`src/hpr_pkg.sv`:
```
package hpr_pkg;

  // field widths
  localparam int AngleW  = 16;
  localparam int GainW   = 16;
  localparam int ThreshW = 15;
  localparam int SpeedW  = 24;
  localparam int IntegW  = 32;
  localparam int CfgIdxW = 3;
  localparam int CfgDatW = 16;

  // product and sum widths
  localparam int PProdW = GainW + 1 + AngleW;        // 33
  localparam int IProdW = GainW + 1 + IntegW;        // 49
  localparam int DProdW = GainW + 1 + AngleW + 1;    // 34
  localparam int SumW   = IProdW + 1;                // 50
  localparam int ShiftW = SumW - 8;                  // 42

  // register indexes
  localparam logic [CfgIdxW-1:0] RegTarget    = 3'd0;
  localparam logic [CfgIdxW-1:0] RegGainP     = 3'd1;
  localparam logic [CfgIdxW-1:0] RegGainI     = 3'd2;
  localparam logic [CfgIdxW-1:0] RegGainD     = 3'd3;
  localparam logic [CfgIdxW-1:0] RegThreshold = 3'd4;

  // reset values
  localparam logic [AngleW-1:0]  TargetRst    = 16'd0;
  localparam logic [GainW-1:0]   GainPRst     = 16'd5120;
  localparam logic [GainW-1:0]   GainIRst     = 16'd0;
  localparam logic [GainW-1:0]   GainDRst     = 16'd640;
  localparam logic [ThreshW-1:0] ThresholdRst = 15'd18022;

  // speed limits
  localparam logic signed [SpeedW-1:0] SpeedMax = 24'sh7FFFFF;
  localparam logic signed [SpeedW-1:0] SpeedMin = 24'sh800000;
  localparam logic signed [IntegW-1:0] IntegMax = 32'sh7FFFFFFF;
  localparam logic signed [IntegW-1:0] IntegMin = 32'sh80000000;

  // queue
  localparam int QDepth = 4;
  localparam int QPtrW  = $clog2(QDepth);
  localparam int QCntW  = $clog2(QDepth + 1);

  // classified item between front and back
  typedef struct packed {
    logic                     reversed;
    logic signed [AngleW-1:0] err;
  } hpr_item_t;

  // gains seen by the back end
  typedef struct packed {
    logic [GainW-1:0] gain_p;
    logic [GainW-1:0] gain_i;
    logic [GainW-1:0] gain_d;
  } hpr_gains_t;

endpackage

```
`src/hpr_queue.sv`:
```
module hpr_queue
  import hpr_pkg::*;
(
  input  logic      clk,
  input  logic      rst,
  input  logic      push,
  input  hpr_item_t push_item,
  output logic      full,
  input  logic      pop,
  output logic      empty,
  output hpr_item_t pop_item
);

  hpr_item_t         mem [QDepth];
  logic [QPtrW-1:0]  wr_ptr;
  logic [QPtrW-1:0]  rd_ptr;
  logic [QCntW-1:0]  count;

  assign full     = count == QCntW'(QDepth);
  assign empty    = count == '0;
  assign pop_item = mem[rd_ptr];

  // entry storage
  always_ff @(posedge clk) begin
    if (push) begin
      mem[wr_ptr] <= push_item;
    end
  end

  // pointers and fill count
  always_ff @(posedge clk) begin
    if (rst) begin
      wr_ptr <= '0;
      rd_ptr <= '0;
      count  <= '0;
    end else begin
      if (push) wr_ptr <= wr_ptr + 1'b1;
      if (pop)  rd_ptr <= rd_ptr + 1'b1;
      if (push && !pop) begin
        count <= count + 1'b1;
      end else if (pop && !push) begin
        count <= count - 1'b1;
      end
    end
  end

endmodule

```
`config.mk`:
```
export PLATFORM = sky130hd
export DESIGN_NAME = hpr_queue
export DESIGN_NICKNAME = d
export VERILOG_FILES = /design/src/hpr_pkg.sv /design/src/hpr_queue.sv
export SDC_FILE = /design/constraint.sdc
export NUM_CORES = 1
export LEC_CHECK = 0
export BUFFER_PORTS_ARGS = -buffer_cell sky130_fd_sc_hd__buf_2
export CORE_MARGIN = 2
export CORE_UTILIZATION = 45
export DETAILED_ROUTE_END_ITERATION = 7
export GPL_ROUTABILITY_DRIVEN = 0
export MAX_ROUTING_LAYER = met4
export PLACE_DENSITY_LB_ADDON = 0.25
export SETUP_SLACK_MARGIN = 0.4
export SLEW_MARGIN = 20
export SYNTH_ARGS = -nofsm -noshare
export SYNTH_HDL_FRONTEND = slang
export SYNTH_SLANG_ARGS = --single-unit
```
`constraint.sdc`:
```
create_clock -name clk -period 3.78 [get_ports clk]
set_input_delay 0.756 -clock clk [delete_from_list [all_inputs] [get_ports clk]]
set_output_delay 0.756 -clock clk [all_outputs]
set_load 0.1 [all_outputs]
```
# After elaboration in Yosys (flattened, before gate mapping)

Memories as Yosys holds them, arrays and structs flattened. A register that Yosys moved wholly into a read port is not among the register bits.
Index checks and enable logic that the tools add are counted.

Add/sub/neg operators: 4
Eq/ne operators: 1
Mux-type cells: 6
Reduce and logical (&&, ||, !) cells: 6

Operators by type and width:

| operator            | number |
|---|---|
| $mux 3              | 2 |
| $add 2x1->2 const B | 2 |
| $mux 2              | 2 |
| $add 3x1->3 const B | 1 |
| $eq 3x3->1 const B  | 1 |
| $logic_not 3->1     | 1 |
| $sub 3x1->3 const B | 1 |
| $logic_and 1x1->1   | 2 |
| $logic_not 1->1     | 2 |
| $mux 1              | 2 |
| $reduce_bool 2->1   | 1 |

Register bits: 7
Bits in writable memories: 68
Memories kept: 1

Memories:

| name | words | width | rd ports | clocked after memory_dff | write ports | line            | RTL |
|---|---|---|---|---|---|---|---|
| mem  | 4     | 17    | 1        | 1                        | 1           | hpr_queue.sv:14 | `hpr_item_t mem [QDepth];` |

# Depth between registers and ports, before layout

Depth in word-level cells: 4
Depth in mapped cells: 7
Gate-level depth less buffers: 7

# Worst setup path before layout

No wires, ideal clock.

Kind: flip-flop to output port
From: register count[1]
To: output full
Data arrival time: 2.552 ns
Data required time: 3.024 ns
Slack: 0.472 ns
Cell stages (with the launch flop): 2
Cells stage by stage: dfxtp_1 nor3b_1

Cells in the longest elaborated chain, start to end: 1

Ends and longest elaborated chain:

| element                  | line            | RTL |
|---|---|---|
| start: declaration       | hpr_queue.sv:17 | `logic [QCntW-1:0] count;` |
| start signal: assignment | hpr_queue.sv:40 | `count <= count + 1'b1;` |
| start signal: assignment | hpr_queue.sv:42 | `count <= count - 1'b1;` |
| $eq 3x3->1               | hpr_queue.sv:19 | `assign full = count == QCntW'(QDepth);` |
| end: declaration         | hpr_queue.sv:8  | `output logic full,` |

Every way passes these cells.

==> impl_table.tex <==
\begin{tabular}{lr}
\hline
Metric & Value \\
\hline
\multicolumn{2}{l}{\textbf{Clocking}} \\
\quad Total clock buffers created by CTS & 9 \\
\quad Number of hold-repair buffers added at the cts stage & 0 \\
\quad Setup bufs post-CTS & 0 \\
\quad Number of sinks handled by clock tree synthesis & 77 \\
\quad Skew-Pair Late Insertion Delay & 0.33 ns \\
\quad Buffer type at the clock tree root & clkbuf\_8 \\
\quad TritonCTS clock tree & built \\
\quad Largest buffer count on any clock path & 2 \\
\quad H-tree levels & 3 \\
\quad Post-cts resize count & 0 \\
\quad Clock-pin slew on the worst setup and hold paths & around 0.070 ns \\
\multicolumn{2}{l}{\textbf{Critical path}} \\
\quad Worst flop-to-flop path endpoint & mem[0][16] \\
\quad Type of origin of the critical path & flop \\
\quad Type of the setup path with the least slack & flop to output pin \\
\quad Largest delay contributor family on the critical path & buffers and inverters \\
\quad Reg-to-reg setup timing slack & 2.08 ns \\
\quad Cell depth of the worst flop-to-flop path & 3 \\
\quad Peak fanout along the critical path & 10 \\
\quad Crit path required time & 3.02 ns \\
\quad Crit-path max cell delay & 0.57 ns \\
\quad Slowest stage cell, crit path & dfxtp\_1 \\
\quad Buf/Inv on CP & 2 \\
\quad Critical path, cell by cell & buf\_4 > mux4\_2 > buf\_2 \\
\quad RR Startpoint & wr\_ptr[0] \\
\quad WP data arrival & 2.08 ns \\
\quad Worst Setup EP & pop\_item[2] \\
\quad Critical path capture point type & output pin \\
\quad Critical path depth in cells & 3 \\
\multicolumn{2}{l}{\textbf{STA}} \\
\quad Worst slew pin tran & 0.903 ns \\
\quad Slew Limit Headroom & 39.8\% \\
\quad Hold slack & 0.530 ns \\
\quad Minimum clock period after layout & between 2 and 3 ns \\
\quad Final hold violations & 0 \\
\quad Final Max Slew Viols & 0 \\
\quad Setup Skew & 0.00566 ns \\
\quad Unrepaired setup endpoints after global routing & no \\
\quad Number of setup violations in the final report & 0 \\
\quad Maximum achievable frequency & 0.353 GHz \\
\quad Setup tns final & 0 ns \\
\quad Portion of the clock cycle consumed by the worst path in the final layout & approximately 75\% \\
\multicolumn{2}{l}{\textbf{Yosys}} \\
\quad Avg Synthesized Cell Area & roughly 22 um2 \\
\quad Total of warnings raised by yosys & 0 \\
\quad Number of synthesized register bits & 77 \\
\quad Sequential cell area fraction in the yosys report & 76.1\% \\
\quad Unique cell type count in the Yosys netlist & 22 \\
\quad Post-Synthesis Cells & between 100 and 150 \\
\quad Cell area after synthesis & 0.00292 mm2 \\
\quad Total nets after synthesis & 160 \\
\multicolumn{2}{l}{\textbf{Min path}} \\
\quad Worst min-delay path category & flop to flop \\
\quad Source of the worst hold timing path & count[2] \\
\multicolumn{2}{l}{\textbf{Placed design}} \\
\quad Number of buffers inserted by port buffering & 39 \\
\quad Estimated wirelength of the detail-placed design & 3.08 mm \\
\quad Placed cell count & 245 \\
\quad Placed Area & 0.00318 mm2 \\
\multicolumn{2}{l}{\textbf{Power and ir drop}} \\
\quad Relative contribution of combinational cells to total power & 19.7\% \\
\quad Internal Pwr Total & 1.44 mW \\
\quad Static leakage & 1.21 nW \\
\quad Share of total power in the clock network & 32.3\% \\
\quad Sequential cell fraction of total power & 48.1\% \\
\quad Sw Ratio & 30.9\% \\
\quad Total power per unit cell area & 612 mW/mm2 \\
\quad Peak supply drop & 0.270 mV \\
\quad P\_sw & around 640 uW \\
\multicolumn{2}{l}{\textbf{Detailed routing}} \\
\quad Number of vias in the routed layout & 1366 \\
\quad Wire length per cell & 17.9 um \\
\quad Initial DRT Pass Iterations & 6 \\
\quad Number of nets with antenna violations after detailed routing & 0 \\
\quad Final WL & roughly 4.7 mm \\
\quad DRC marker count from the first detailed-route iteration & 84 \\
\quad \# DRC & 0 \\
\quad Routed vias/inst & about 5.2 \\
\multicolumn{2}{l}{\textbf{GRT}} \\
\quad GRT Util Overall & 14.7\% \\
\quad Total global routing overflow & 0 \\
\quad Initial antenna violation count & 0 \\
\quad Wire length of the first global-routing pass & 7.48 mm \\
\quad Vias in the first global route & 1493 \\
\quad Largest net degree at the start of global routing & 18 \\
\multicolumn{2}{l}{\textbf{Outcome}} \\
\quad Status & complete, no violations \\
\multicolumn{2}{l}{\textbf{Run}} \\
\quad Reported max-cap violation count & 0 \\
\multicolumn{2}{l}{\textbf{Floorplan}} \\
\quad Width of the die & 84.6 um \\
\quad Die Outline Area & roughly 0.007 mm2 \\
\quad Core region area & $\sim$0.0063 mm2 \\
\quad Initial standard-cell utilization of the core & a little under half \\
\quad Io pins & 40 \\
\quad Die Ht & approximately 85 um \\
\quad Cell Rows & 29 \\
\multicolumn{2}{l}{\textbf{Cells and area}} \\
\quad Post-route design area & 0.00340 mm2 \\
\quad Post-route core utilization & between 50\% and 60\% \\
\quad Filler-free cell count of the finished design & 261 \\
\quad Filler Cells Inserted & between 500 and 600 \\
\quad Area overhead of the layout relative to synthesis & 16.4\% \\
\quad Net count, final & between 200 and 250 \\
\quad Layout cell share with drive strength beyond 1 & 35.9\% \\
\quad Diodes inserted & 0 \\
\hline
\end{tabular}
cell usage after synthesis:
| library cell | count | area [um2] |
|---|---|---|
| buf_6 | 1 | 11.3 |
| o21ai_0 | 1 | 5.00 |
| nor3b_1 | 1 | 7.51 |
| buf_2 | 2 | 10.0 |
| dfxtp_1 | 9 | 180 |
| mux4_2 | 10 | 225 |
| nor3_1 | 1 | 5.00 |
| xor2_1 | 3 | 26.3 |
| inv_1 | 4 | 15.0 |
| and2_1 | 4 | 25.0 |
| nor2_1 | 7 | 26.3 |
| clkbuf_1 | 1 | 3.75 |
| buf_12 | 1 | 20.0 |
| a21oi_1 | 1 | 5.00 |
| mux2i_1 | 2 | 20.0 |
| xnor2_1 | 2 | 17.5 |
| or3_1 | 1 | 6.26 |
| edfxtp_1 | 68 | 2040 |
| fa_1 | 1 | 20.0 |
| ha_1 | 5 | 62.6 |
| nand2_1 | 1 | 3.75 |
| mux4_1 | 7 | 184 |
worst min-delay path, cell delays in order, from the launching register on:
cell	delay, ns
dfxtp_1	0.34
o21ai_0	0.08
a21oi_1	0.06
stage by stage:
step	setup WS, ns	power, mW
finish	0.945	2.08
global route	0.781	2.15
CTS	0.865	2.10
detailed placement	1.24	1.43
global placement	1.28	1.42
floorplan	0.472	1.36
cells in the final DEF (no fill, tap or decap), drive strengths merged, types with 2 or more instances in the layout:
cell,instances
edfxtp,68
buf,40
mux4,17
dfxtp,9
clkbuf,9
nor2,7
ha,5
clkinv,5
inv,4
and2,4
xor2,3
xnor2,2
mux2i,2
bufinv,2
registers in the layout (all words and copies together) (netlist names), named ones only:
name,cells
count,3
mem,68
rd_ptr,2
wr_ptr,2
worst min-delay path by stage:
stage / to / slack, ns / cells after the start
2_1_floorplan: count[2] / 0.47 / 2
6_report: count[2] / 0.53 / 2
3_5_place_dp: count[2] / 0.52 / 2
3_3_place_gp: count[2] / 0.48 / 2
5_1_grt: count[2] / 0.58 / 2
4_1_cts: count[2] / 0.53 / 2
routing by layer:
metal	up-vias	wire length, um	share of wire (%)	track usage (%)
met1	707	1860	40	16.3
met3	8	165	3.5	3.24
met4	0	77	1.7	6.49
met2	28	2560	55	25.6
met5	-	0	0	-
li1	623	-	-	-
layout make-up:
class | count | area [um2] | area share [%]
clock buffer | 9 | 124 | 3.64
clock inverter | 7 | 100 | 2.94
inverter | 4 | 15.0 | 0.442
multi-input combinational | 47 | 639 | 18.8
sequential | 77 | 2220 | 65.4
tap | 77 | 96.3 | 2.83
timing repair buffer | 40 | 203 | 5.96
cell families after synthesis:
family / after synthesis / synth area share [%]
AO/OA/AOI/OAI: 2 / 0.342
XOR/XNOR: 5 / 1.50
adder cells (fa/ha/maj): 6 / 2.83
buffers and inverters: 9 / 2.06
flip-flops: 77 / 76.1
multiplexers: 19 / 14.7
AND/OR/NAND/NOR: 15 / 2.53
power groups by stage:
stage               Sequential (mW)  Combinational (mW)  Clock [mW]
floorplan                      1.00               0.359           0
global placement               1.02               0.403           0
detailed placement             1.02               0.412           0
CTS                            1.00               0.413       0.684
global route                   1.01               0.427       0.719
finish                         1.00               0.409       0.671
No activity file was read; power rests on OpenSTA's default activity.
