## src/hpr_pkg.sv

```systemverilog
package hpr_pkg;

  // field widths
  localparam int AngleW  = 16;
  localparam int GainW   = 16;
  localparam int ThreshW = 15;
  localparam int SpeedW  = 24;
  localparam int IntegW  = 32;
  localparam int CfgIdxW = 3;
  localparam int CfgDatW = 16;

  // product and sum widths
  localparam int PProdW = GainW + 1 + AngleW;        // 33
  localparam int IProdW = GainW + 1 + IntegW;        // 49
  localparam int DProdW = GainW + 1 + AngleW + 1;    // 34
  localparam int SumW   = IProdW + 1;                // 50
  localparam int ShiftW = SumW - 8;                  // 42

  // register indexes
  localparam logic [CfgIdxW-1:0] RegTarget    = 3'd0;
  localparam logic [CfgIdxW-1:0] RegGainP     = 3'd1;
  localparam logic [CfgIdxW-1:0] RegGainI     = 3'd2;
  localparam logic [CfgIdxW-1:0] RegGainD     = 3'd3;
  localparam logic [CfgIdxW-1:0] RegThreshold = 3'd4;

  // reset values
  localparam logic [AngleW-1:0]  TargetRst    = 16'd0;
  localparam logic [GainW-1:0]   GainPRst     = 16'd5120;
  localparam logic [GainW-1:0]   GainIRst     = 16'd0;
  localparam logic [GainW-1:0]   GainDRst     = 16'd640;
  localparam logic [ThreshW-1:0] ThresholdRst = 15'd18022;

  // speed limits
  localparam logic signed [SpeedW-1:0] SpeedMax = 24'sh7FFFFF;
  localparam logic signed [SpeedW-1:0] SpeedMin = 24'sh800000;
  localparam logic signed [IntegW-1:0] IntegMax = 32'sh7FFFFFFF;
  localparam logic signed [IntegW-1:0] IntegMin = 32'sh80000000;

  // queue
  localparam int QDepth = 4;
  localparam int QPtrW  = $clog2(QDepth);
  localparam int QCntW  = $clog2(QDepth + 1);

  // classified item between front and back
  typedef struct packed {
    logic                     reversed;
    logic signed [AngleW-1:0] err;
  } hpr_item_t;

  // gains seen by the back end
  typedef struct packed {
    logic [GainW-1:0] gain_p;
    logic [GainW-1:0] gain_i;
    logic [GainW-1:0] gain_d;
  } hpr_gains_t;

endpackage

```

## src/hpr_front.sv

```systemverilog
module hpr_front
  import hpr_pkg::*;
(
  input  logic                clk,
  input  logic                rst,
  input  logic                cfg_we,
  input  logic [CfgIdxW-1:0]  cfg_index,
  input  logic [CfgDatW-1:0]  cfg_data,
  input  logic [AngleW-1:0]   heading,
  output hpr_item_t           item,
  output hpr_gains_t          gains
);

  logic [AngleW-1:0]  target_angle;
  logic [GainW-1:0]   gain_p;
  logic [GainW-1:0]   gain_i;
  logic [GainW-1:0]   gain_d;
  logic [ThreshW-1:0] reverse_threshold;

  // configuration registers
  always_ff @(posedge clk) begin
    if (rst) begin
      target_angle      <= TargetRst;
      gain_p            <= GainPRst;
      gain_i            <= GainIRst;
      gain_d            <= GainDRst;
      reverse_threshold <= ThresholdRst;
    end else if (cfg_we) begin
      case (cfg_index)
        RegTarget:    target_angle      <= cfg_data[AngleW-1:0];
        RegGainP:     gain_p            <= cfg_data[GainW-1:0];
        RegGainI:     gain_i            <= cfg_data[GainW-1:0];
        RegGainD:     gain_d            <= cfg_data[GainW-1:0];
        RegThreshold: reverse_threshold <= cfg_data[ThreshW-1:0];
        default: ;
      endcase
    end
  end

  assign gains = '{gain_p: gain_p, gain_i: gain_i, gain_d: gain_d};

  logic [AngleW-1:0] diff;
  logic [AngleW-1:0] mag;
  logic              flip;

  // wrapped error, magnitude and front reversal
  always_comb begin
    diff = heading - target_angle;
    mag  = diff[AngleW-1] ? (~diff + 1'b1) : diff;
    flip = mag > {1'b0, reverse_threshold};
    item.reversed = flip;
    // adding half a turn only toggles the top bit
    item.err = flip ? $signed({~diff[AngleW-1], diff[AngleW-2:0]}) : $signed(diff);
  end

endmodule

```

## config.mk

```make
export PLATFORM = sky130hd
export DESIGN_NAME = hpr_front
export DESIGN_NICKNAME = d
export VERILOG_FILES = /design/src/hpr_pkg.sv /design/src/hpr_front.sv
export SDC_FILE = /design/constraint.sdc
export NUM_CORES = 1
export LEC_CHECK = 0
export BUFFER_PORTS_ARGS = -buffer_cell sky130_fd_sc_hd__buf_2
export CAP_MARGIN = 20
export CORE_MARGIN = 8
export CORE_UTILIZATION = 54
export DETAILED_ROUTE_END_ITERATION = 7
export GPL_ROUTABILITY_DRIVEN = 0
export PLACE_DENSITY = 0.87
export SYNTH_ARGS = -nofsm -noshare
export SYNTH_HDL_FRONTEND = slang
export SYNTH_SLANG_ARGS = --single-unit
```

## constraint.sdc

```tcl
create_clock -name clk -period 4.39 [get_ports clk]
set_input_delay 0.2195 -clock clk [delete_from_list [all_inputs] [get_ports clk]]
set_output_delay 0.2195 -clock clk [all_outputs]
set_load 0.01 [all_outputs]
```

# Word-level counts from Yosys, hierarchy flattened

Cells that the tools add are included.

Bits in registers: 79
Bits of input ports: 38
Output and inout bits: 65
Word-level logic and storage cells: 22

Add/sub/neg operators: 2
$lt $le $gt $ge: 1
Eq/ne operators: 4
Muxes and demuxes: 2
Bitwise operators: 2
Reductions and logical operators: 6

Operators by type and width:

| cell                                                             | count |
|---|---|
| 16-bit two-way mux                                               | 2 |
| 16-bit by 1-bit adder with 16-bit output (second input constant) | 1 |
| 16-bit by 15-bit greater-than comparator with 1-bit output       | 1 |
| 16-bit inverter                                                  | 1 |
| 16-bit subtractor                                                | 1 |
| 2-bit AND reduction                                              | 5 |
| 3-bit by 2-bit == test with 1-bit output (second input constant) | 2 |
| 3-bit by 1-bit == test with 1-bit output (second input constant) | 1 |
| 3-bit == test (second input constant)                            | 1 |
| 3-bit zero test                                                  | 1 |
| 1-bit inverter                                                   | 1 |

# Depth between registers and ports, before layout

Gate-level depths: netlist of run 1.

Word-level depth: 6
Gate-level depth with buffers: 20
Mapped depth without buffers: 20

# Least setup slack after synthesis of run 1

No wires, ideal clock.

Kind: flip-flop to output port
From: register target_angle[1]
To: output item[16] (netlist name)
Arrival time: 3.712 ns
Required time: 4.171 ns
Path slack: 0.459 ns
Stages on the path, launching flop included: 20
Path buffers: 2
Cells stage by stage: dfxtp_1 inv_1 ha_1 and2b_2 o21a_4 o21ai_2 a21oi_1 a41o_2 a2111oi_4 buf_6 nor2_1 xor2_1 ha_1 a21o_1 a21o_1 a21oi_1 o211ai_1 o21ai_0 o41ai_1 buf_4

Longest elaborated chain between the ends: 5

Ends and longest elaborated chain:

| item                                                           | line            | RTL |
|---|---|---|
| from (decl)                                                    | hpr_front.sv:14 | `logic [AngleW-1:0] target_angle;` |
| from (signal assigned)                                         | hpr_front.sv:23 | `target_angle <= TargetRst;` |
| from (signal assigned)                                         | hpr_front.sv:30 | `RegTarget: target_angle <= cfg_data[AngleW-1:0];` |
| 16-bit subtractor (*)                                          | hpr_front.sv:48 | `diff = heading - target_angle;` |
| 16-bit inverter                                                | hpr_front.sv:49 | `mag = diff[AngleW-1] ? (~diff + 1'b1) : diff;` |
| 16-bit by 1-bit adder with 16-bit output                       | hpr_front.sv:49 |  |
| 16-bit two-way mux (*)                                         | hpr_front.sv:49 |  |
| 16-bit by 15-bit greater-than comparator with 1-bit output (*) | hpr_front.sv:50 | `flip = mag > {1'b0, reverse_threshold};` |
| to (decl)                                                      | hpr_front.sv:10 | `output hpr_item_t item,` |

Every way passes the cells marked *; elsewhere a longest branch is shown, timed or not.

==> impl_metrics.py, run 1 <==
metrics = {
    "power_and_ir_drop": {
        "p_int_mw": 1.35,
        "comb_power_share_pct": 32.3,
        "power_mw": 1.98,
        "switching_share_pct": 32.0,
        "worst_ir_drop_vdd_mv": 0.296,
        "seq_power_share_pct": 37.4,
        "p_switching_mw": 0.635,
        "p_leak_nw": 2.52,
        "powerDensity_nw_per_um2": 334,
        "clock_power_share_pct": 30.2,
    },
    "cells_and_area": {
        "area_delta_synth_final_pct": 31.9,
        "fillers": 572,
        "layout-drive-gt1-share_pct": 31.8,
        "final_nets": 784,
        "antenna_cells": 0,
        "final_common_cell": "nand2_1",
        "final-instance-count-excl-fill": 824,
        "final_cell_mix": "nand2_1 (168), buf_2 (102), a21oi_1 (77)",
    },
    "sta": {
        "hold_violations": 0,
        "finalMaxSlewViolations": 0,
        "rsz0062_at_grt": "yes",
        "setup_ws_ps": -217,
        "finalSetupViolations": 2,
        "tightest_slew_ps": 1120,
        "finalCritPeriodShare_pct": 105,
        "skew_ps": 0,
        "min_period_ps": 4610,
        "fmax_mhz": 217,
        "relSlewSlack_pct": 25.2,
    },
    "global_routing": {
        "grt_pass1_wl_mm": 20.8,
        "grt_max_degree": 80,
        "antenna_found_initial": 0,
        "grt_overflow_total": 0,
        "grt_pass1_vias": 4509,
        "grt_usage_pct": 21.9,
    },
    "synth": {
        "syn_area_per_cell_sq_um": 7.49,
        "yosysWarningCount": 0,
        "synth-seq-cells": 79,
        "synth_nets": 671,
        "synth_area_leaders": "dfxtp_1 (35%), nand2_1 (14%), a21oi_1 (9.9%), ha_1 (8.6%), inv_1 (3.8%)",
        "yosys.area.top_type_share_pct": 35.1,
        "ys_seq_area_share_pct": 35.1,
        "netlist_area_sq_um": 4500,
        "synth_edf_count": 0,
        "async_reset_ff_share_pct": 0,
        "synth_cell_types": 58,
        "synthCells": 601,
        "synth_flop_cell": "dfxtp_1",
        "synth_largest_area_cell": "dfxtp_1",
    },
    "placement": {
        "io_buffers": 102,
        "placed_cells": 783,
        "dp_hpwl_mm": 9.59,
    },
    "clock_tree": {
        "insertion_delay_ps": 350,
        "cts_inserted_buffers": 9,
        "cts_tree": "yes",
        "cts_max_level": 3,
        "cts.sinks": 79,
        "cts_root_buf": "clkbuf_8",
        "cts_buffer_depth": 2,
        "clkSlewWorstSetupHoldPaths_ps": 90,
    },
    "floorplanning": {
        "dieArea_sq_um": 11500,
        "ios": 103,
        "die_h_um": 107,
        "coreArea_sq_um": 8130,
        "die_w_um": 107,
        "fp-row-count": 33,
        "initial_utilization_pct": 55.3,
    },
    "worst_setup_path": {
        "cp.arrival_ps": 4390,
        "cp.required_ps": 4170,
        "start_kind": "register",
        "crit_fanout": 6,
        "path_delay_family": "simple AND/OR/NAND/NOR gates",
        "crit_type": "register to output pin",
        "slowest_stage": "a2111oi_4",
        "end_kind": "output pin",
        "crit_chain": "inv_4, ha_4, and2b_2, o22ai_1, xnor2_1, a2111oi_4, nand3_2, nor4_4, a31oi_1, xor2_1, ha_1, nand3_2, nor4_2, a21oi_1, o21ai_2, xnor2_1, nor2_1, buf_2",
        "slowest_delay_ps": 470,
        "critPathBufInv": 2,
    },
    "drt": {
        "postRouteAntennaNets": 0,
        "wl_mm": 14.9,
        "vias": 4787,
        "drc": 0,
        "drt_iter0_drc": 238,
        "wl_per_cell_um": 18.1,
        "drt-pass1-iter-count": 5,
        "vias_per_cell": 5.81,
    },
    "worst_hold_path": {
        "min_path_type": "primary input to register",
    },
    "run": {
        "max-cap-violations": 0,
    },
    "outcome": {
        "violations": "negative setup slack",
        "status": "finished, violations left",
    },
}
-- per-stage QoR --
step	instance area, sq um	hold WS [ps]	setup WS [ps]	TNS [ps]	util [%]
2_1_floorplan	4500	340	459	0	-
3_3_place_gp	5050	439	176	0	62.1
3_5_place_dp	5050	444	-0.641	-0.641	62.1
4_1_cts	5350	142	-72.2	-81.7	65.8
5_1_grt	5940	143	-343	-627	73.0
6_report	5940	150	-217	-391	73.0
-- synth_stat cells, types with 5 or more instances --
cell type,instances
a21o_1,8
a21oi_1,89
clkbuf_1,26
dfxtp_1,79
ha_1,31
inv_1,45
nand2_1,171
nand3_1,9
nand3b_1,11
nand4_1,5
nor2_1,21
nor3_1,5
o21ai_0,10
xnor2_1,13
xor2_1,11
-- power by group through the flow --
stage	Combinational (mW)	Clock, mW	Sequential (mW)
after global routing	0.691	0.637	0.744
after detailed placement	0.464	0	0.758
after CTS	0.484	0.605	0.741
after global placement	0.443	0	0.757
final	0.641	0.599	0.742
after floorplan	0.319	0	0.761
-- final cells by class --
cell class / count / area, sq um / share of cell area (%)
Clock inverter: 5 / 81.3 / 1.37
Inverter: 45 / 171 / 2.89
Multi-Input combinational cell: 447 / 3080 / 51.8
Timing Repair Buffer: 132 / 747 / 12.6
Sequential cell: 79 / 1590 / 26.7
Clock buffer: 11 / 141 / 2.38
Tap cell: 105 / 131 / 2.21
-- final timing paths --
path / from / endpoint / slack (ps) / depth (start not counted)
worst max-delay path: target_angle[1]$_SDFFE_PP0P_ / item[15] / -220 / 18
worst max register to register: target_angle[1]$_SDFFE_PP0P_ / target_angle[1]$_SDFFE_PP0P_ / 3610 / 3
worst min register to register: gain_d[13]$_SDFFE_PP0P_ / gain_d[13]$_SDFFE_PP0P_ / 460 / 2
worst min-delay path: cfg_data[4] / gain_d[4]$_SDFFE_PP0P_ / 150 / 3
-- flip-flops by register name, indices dropped and copies added, names as in the netlist --
| name | flops |
|---|---|
| target_angle | 16 |
| gain_d | 16 |
| gain_p | 16 |
| reverse_threshold | 15 |
| gain_i | 16 |
-- tightest hold or removal path, delay by kind of cell --
family / cells / cell delay [ps]
and+or+nand+nor: 1 / 60
AOI/OAI and AO/OA: 1 / 50
buffers and inverters: 1 / 140
-- per-layer routing --
| metal | global-route usage [%] | up-vias | wire (um) |
|---|---|---|---|
| met5 | 0 | - | 0 |
| met4 | 7.94 | 0 | 461 |
| met3 | 6.89 | 47 | 1260 |
| met2 | 36.6 | 230 | 7210 |
| met1 | 25.8 | 2276 | 5960 |
| li1 | - | 2234 | - |
-- timing repair --
item                       in CTS  in global routing
setup endpoints to repair       2                  2
setup buffers                   3                 21
gates cloned                    0                  0
pin swaps                       4                 43
resized for setup              11                 84
hold buffers                    0                  0
-- cell families (layout without fill, tap and decap cells) --
logic type	count (synthesis)	in the layout	synth area share, %
flip-flops	79	79	35.1
multiplexers	2	2	0.472
buffers and inverters	75	193	6.56
AO/OA/AOI/OAI	142	142	19.8
adder cells (fa/ha/maj)	32	32	9.06
XOR/XNOR	24	24	4.67
AND/OR/NAND/NOR	247	247	24.3
Power figures use the tool's default switching activity.
==> run 2: changes to the inputs <==
==> constraint.sdc (replaced) <==
create_clock -name clk -period 4.39 [get_ports clk]
set_input_delay 0.2195 -clock clk [delete_from_list [all_inputs] [get_ports clk]]
set_output_delay 0.2195 -clock clk [all_outputs]
set_load 0.005 [all_outputs]
==> run 2 against run 1 <==
  * The run still ends with negative setup slack left
  * Worst hold slack got worse by 3.1 ps
  * Global-route usage increased by 0.33 points
  * Non-clock buffer count fell by 10
  * Flip-flop and latch count unchanged
  * Count of clock-buffer cells in the layout decreased by 1
  * Critical path depth increased by 1
  * Clock skew did not move
  * Worst setup slack gained 140 ps
  * Via count decreased by 3.9%
  * Clock power down 7.2%
  * Combinational power shrank 16%
  * Cell area shrank 5.1%
==> impl_metrics.py, run 2 (same netlist as run 1, synthesis figures left out) <==
metrics = {
    "clock_tree": {
        "insertion_delay_ps": 350,
        "cts_tree": "yes",
        "cts.sinks": 79,
        "cts_max_level": 3,
        "cts_hold_buf": 0,
        "cts_root_buf": "clkbuf_8",
        "clkSlewWorstSetupHoldPaths_ps": 90,
        "cts_buffer_depth": 2,
        "cts_inserted_buffers": 9,
    },
    "placement": {
        "placed_cells": 782,
        "pre_cts_ws_ps": 21.0,
        "io_buffers": 102,
        "dp_hpwl_mm": 9.56,
    },
    "floorplanning": {
        "fp-row-count": 33,
        "dieArea_sq_um": 11500,
        "ios": 103,
        "die_h_um": 107,
        "die_w_um": 107,
        "coreArea_sq_um": 8130,
        "initial_utilization_pct": 55.3,
    },
    "sta": {
        "min_period_ps": 4470,
        "setup_ws_ps": -79.0,
        "tightest_slew_ps": 749,
        "rsz0062_at_grt": "yes",
        "finalSetupViolations": 2,
        "hold_violations": 0,
        "setup_tns_ps": -148,
        "skew_ps": 0,
        "fmax_mhz": 224,
        "relSlewSlack_pct": 50.0,
        "finalMaxSlewViolations": 0,
        "finalCritPeriodShare_pct": 102,
    },
    "power_and_ir_drop": {
        "p_switching_mw": 0.588,
        "switching_share_pct": 32.1,
        "powerDensity_nw_per_um2": 325,
        "comb_power_share_pct": 29.2,
        "p_int_mw": 1.25,
        "p_leak_nw": 2.42,
        "power_mw": 1.83,
        "clock_power_share_pct": 30.3,
        "worst_ir_drop_vdd_mv": 0.319,
        "seq_power_share_pct": 40.4,
    },
    "drt": {
        "drt_iter0_drc": 233,
        "vias_per_cell": 5.65,
        "wl_mm": 13.6,
        "drt-pass1-iter-count": 4,
        "wl_per_cell_um": 16.7,
        "drc": 0,
        "postRouteAntennaNets": 0,
        "vias": 4599,
    },
    "worst_setup_path": {
        "end_kind": "output pin",
        "cp.required_ps": 4170,
        "cp-endpoint": "item[16]",
        "r2r_end": "target_angle[0]$_SDFFE_PP0P_",
        "start_kind": "register",
        "ff2ff_path_depth": 3,
        "critPathLaunch": "target_angle[7]$_SDFFE_PP0P_",
        "crit_type": "register to output pin",
        "cp.arrival_ps": 4250,
        "r2r_start": "target_angle[0]$_SDFFE_PP0P_",
        "crit_fanout": 5,
        "r2r_slack_ps": 3680,
    },
    "cells_and_area": {
        "area_delta_synth_final_pct": 25.2,
        "final_nets": 774,
        "final_common_cell": "nand2_1",
        "final-instance-count-excl-fill": 814,
        "antenna_cells": 0,
        "final_core_util_pct": 69.3,
        "layout-drive-gt1-share_pct": 28.6,
        "final_cell_mix": "nand2_1 (170), buf_2 (102), a21oi_1 (81)",
    },
    "worst_hold_path": {
        "holdPathStages": 3,
        "min_path_type": "primary input to register",
    },
    "global_routing": {
        "grt_pass1_wl_mm": 21.0,
        "grt_pass1_vias": 4537,
        "grt_overflow_total": 0,
        "antenna_found_initial": 0,
        "grt_max_degree": 80,
        "grt_usage_pct": 22.3,
    },
    "run": {
        "max-cap-violations": 0,
    },
    "outcome": {
        "status": "finished, violations left",
        "violations": "negative setup slack",
    },
}
[run 2: cell count changes in the layout (fill, tap and decap cells not counted), moves of 3 or more]
cell / previous run / this run
o21ai_1: 5 / 2
inv_2: 5 / 2
a21oi_1: 77 / 81
inv_1: 39 / 43
buf_4: 27 / 20
buf_6: 3 / 0
o21ai_0: 4 / 8
ha_2: 3 / 7
nor2_2: 0 / 3
nor2_1: 21 / 17
ha_4: 10 / 4
a21oi_2: 10 / 6
[run 2: per-stage QoR]
stage	area, sq um	hold WS, ps
final	5640	147
after global routing	5640	151
after CTS	5310	133
after detailed placement	5050	445
after global placement	5050	439
after floorplan	4500	340
[run 2: worst min path at each step]
stage                            startpoint                       to  slack (ps)
floorplan                      cfg_data[10]  gain_p[10]$_SDFFE_PP1P_         340
global placement     gain_i[6]$_SDFFE_PP0P_   gain_i[6]$_SDFFE_PP0P_         440
detailed placement  gain_d[14]$_SDFFE_PP0P_  gain_d[14]$_SDFFE_PP0P_         450
CTS                            cfg_data[15]  gain_d[15]$_SDFFE_PP0P_         130
global route                    cfg_data[9]   gain_i[9]$_SDFFE_PP0P_         150
finish                         cfg_data[10]  gain_i[10]$_SDFFE_PP0P_         150
[run 2: cell type report]
cell class | count | area (sq um)
sequential | 79 | 1590
multi-input combinational | 447 | 2890
tap | 105 | 131
inverter | 45 | 169
clock inverter | 6 | 65.1
timing repair buffer | 122 | 661
fill | 646 | 2500
clock buffer | 10 | 138
[run 2: worst max-delay path, cell delays in order, from the launching register on]
cell and delay (ps):
dfxtp_1 350, inv_1 70, ha_2 380, o211ai_1 190
a21oi_2 250, o21ai_4 100, a41o_2 290, a2111oi_4 220
buf_4 190, mux2_2 340, ha_1 280, nor2b_1 130
o21ai_0 130, nand2b_1 90, a21oi_2 150, o31ai_1 70
o21ai_1 260, buf_4 170, o41ai_2 70, buf_2 150
[run 2: routing by layer]
metal / wire length (um) / vias to the layer above / GRT usage (%)
met5: 0 / - / 0
met4: 276 / 0 / 8.94
met3: 1240 / 27 / 6.35
met2: 6480 / 193 / 37.0
met1: 5600 / 2161 / 26.4
li1: - / 2218 / -
[run 2: power by group through the flow]
stage | combinational (mW) | sequential [mW] | clock [mW]
after floorplan | 0.307 | 0.757 | 0
after global placement | 0.425 | 0.757 | 0
after detailed placement | 0.445 | 0.758 | 0
after CTS | 0.461 | 0.741 | 0.561
after global routing | 0.588 | 0.743 | 0.589
final | 0.536 | 0.742 | 0.556
[run 2: repair_timing]
action / in CTS / in global routing
pin swaps: 6 / 11
buffers inserted: 4 / 10
setup endpoints to repair: 2 / 2
endpoints found under the hold margin: 0 / 0
gates resized for setup: 8 / 49
==> run 3: changes to the inputs <==
- CORE_UTILIZATION: 54 -> 59
- MAX_ROUTING_LAYER: default -> met4
- PLACE_DENSITY: 0.87 -> 0.93
- clock period: 4.39 -> 5.4 ns (I/O delays scaled with it)
==> run 3 against run 2 <==
  * The flow now finishes without violations
  * Combinational power decreased by 32%
  * Worst setup slack improved by 550 ps
  * Clock skew unchanged
  * Register-to-register slack improved by 1000 ps
  * Sequential share of layout area increased by 2.2 points
  * Global-route usage increased by 1.1 points
  * Largest power group unchanged
==> impl_metrics.py, run 3 (same netlist as run 1, synthesis figures left out) <==
metrics = {
    "outcome": {
        "status": "completed",
    },
    "global_routing": {
        "grt_pass1_vias": 4272,
        "grt_usage_pct": 23.4,
        "grt_max_degree": 80,
        "antenna_found_initial": 0,
        "grt_overflow_total": 0,
        "grt_pass1_wl_mm": 19.4,
    },
    "cells_and_area": {
        "final_cell_mix": "nand2_1 (171), buf_2 (102), a21oi_1 (89)",
        "final_nets": 756,
        "antenna_cells": 0,
        "final_common_cell": "nand2_1",
        "layout-drive-gt1-share_pct": 19.7,
        "area_delta_synth_final_pct": 15.9,
    },
    "clock_tree": {
        "cts.sinks": 79,
        "cts_buffer_depth": 2,
        "cts_inserted_buffers": 9,
        "cts_root_buf": "clkbuf_8",
        "insertion_delay_ps": 340,
        "cts_hold_buf": 0,
        "cts_max_level": 3,
        "clkSlewWorstSetupHoldPaths_ps": 80,
        "cts_resized": 0,
        "cts_tree": "yes",
        "postCtsSetupRepairBufs": 0,
    },
    "worst_setup_path": {
        "end_kind": "output pin",
        "critPathBufInv": 3,
        "crit_type": "register to output pin",
        "crit_chain": "inv_1, ha_1, o211ai_1, a21oi_1, o21ai_2, a21oi_1, a41o_2, a2111oi_4, buf_4, o21ba_2, xor2_1, ha_1, nor2b_1, o21ai_0, o211ai_1, o21ai_0, xnor2_1, nor2_1, buf_2",
        "cp.required_ps": 5130,
        "start_kind": "register",
        "slowest_stage": "a2111oi_4",
        "crit_fanout": 11,
        "slowest_delay_ps": 530,
        "cp.arrival_ps": 4660,
        "path_delay_family": "compound AO/OA/AOI/OAI gates",
    },
    "drt": {
        "drc": 0,
        "vias_per_cell": 5.58,
        "drt_iter0_drc": 277,
        "postRouteAntennaNets": 0,
        "drt-pass1-iter-count": 5,
        "wl_mm": 12.3,
        "wl_per_cell_um": 15.5,
        "vias": 4424,
    },
    "worst_hold_path": {
        "min_path_type": "primary input to register",
    },
    "sta": {
        "hold_violations": 0,
        "finalSetupViolations": 0,
        "whs_ps": 208,
        "setup_ws_ps": 467,
        "relSlewSlack_pct": 29.0,
        "min_period_ps": 4930,
        "tightest_slew_ps": 1060,
        "finalMaxSlewViolations": 0,
        "fmax_mhz": 203,
        "skew_ps": 0,
        "rsz0062_at_grt": "no",
        "setup_tns_ps": 0,
        "finalCritPeriodShare_pct": 91.3,
    },
    "placement": {
        "io_buffers": 102,
        "dp_hpwl_mm": 9.47,
        "pre_cts_ws_ps": 890,
    },
    "floorplanning": {
        "die_h_um": 103,
        "die_w_um": 103,
        "coreArea_sq_um": 7570,
        "dieArea_sq_um": 10700,
        "ios": 103,
        "initial_utilization_pct": 59.5,
        "fp-row-count": 32,
    },
    "power_and_ir_drop": {
        "powerDensity_nw_per_um2": 266,
        "p_leak_nw": 2.27,
        "worst_ir_drop_vdd_mv": 0.230,
    },
    "run": {
        "max-cap-violations": 0,
    },
}
[run 3: cell types whose count changed in the layout (fill, tap and decap cells not counted), sizes merged]
| cell | delta |
|---|---|
| clkinvlp | +1 |
| inv | -2 |
| buf | -18 |
| clkbuf | +1 |
[run 3: power breakdown]
| group | switching [mW] | internal, mW | total, mW |
|---|---|---|---|
| Clock | 0.208 | 0.214 | 0.422 |
| Sequential | 0.00710 | 0.596 | 0.603 |
| Combinational | 0.215 | 0.151 | 0.366 |
| Total | 0.430 | 0.960 | 1.39 |
[run 3: through the flow]
step / instance area, sq um / total power, mW / util (%) / std cells
global placement: 5030 / 0.957 / 66.5 / 777
floorplan: 4500 / 0.865 / - / 601
detailed placement: 5030 / 0.977 / 66.5 / 777
CTS: 5220 / 1.39 / 69.0 / 793
global route: 5220 / 1.45 / 69.0 / 793
finish: 5220 / 1.39 / 69.0 / 793
[run 3: metal layers]
metal / wire length (um) / vias up / GRT usage [%] / part of all wire (%)
met5: 0 / - / - / 0
met4: 127 / 0 / 5.78 / 1.0
met3: 1000 / 16 / 4.75 / 8.1
met2: 5970 / 180 / 39.4 / 48
met1: 5220 / 2046 / 27.9 / 42
li1: - / 2182 / - / -
[run 3: final cells by class]
| class | count | area (sq um) |
|---|---|---|
| fillers | 612 | 2350 |
| inverters | 45 | 169 |
| repair buffers | 104 | 526 |
| flip-flops and latches | 79 | 1580 |
| clock buffers | 11 | 131 |
| well taps | 102 | 128 |
| clock inverters | 5 | 58.8 |
| multi-input cells | 447 | 2630 |
[run 3: worst paths after layout]
| check | from | endpoint | slack, ps | depth (start not counted) |
|---|---|---|---|---|
| worst max register to register | target_angle[15]$_SDFFE_PP0P_ | target_angle[15]$_SDFFE_PP0P_ | 4690 | 2 |
| worst min register to register | gain_p[5]$_SDFFE_PP0P_ | gain_p[5]$_SDFFE_PP0P_ | 460 | 2 |
| worst min-delay path | cfg_data[15] | gain_p[15]$_SDFFE_PP0P_ | 210 | 3 |
| worst max-delay path | target_angle[5]$_SDFFE_PP0P_ | item[15] | 470 | 19 |
[run 3: worst register-to-register path, cell delays in order, from the launching register on]
cell     delay, ps
dfxtp_1        410
nand2_1         80
a21oi_1        150
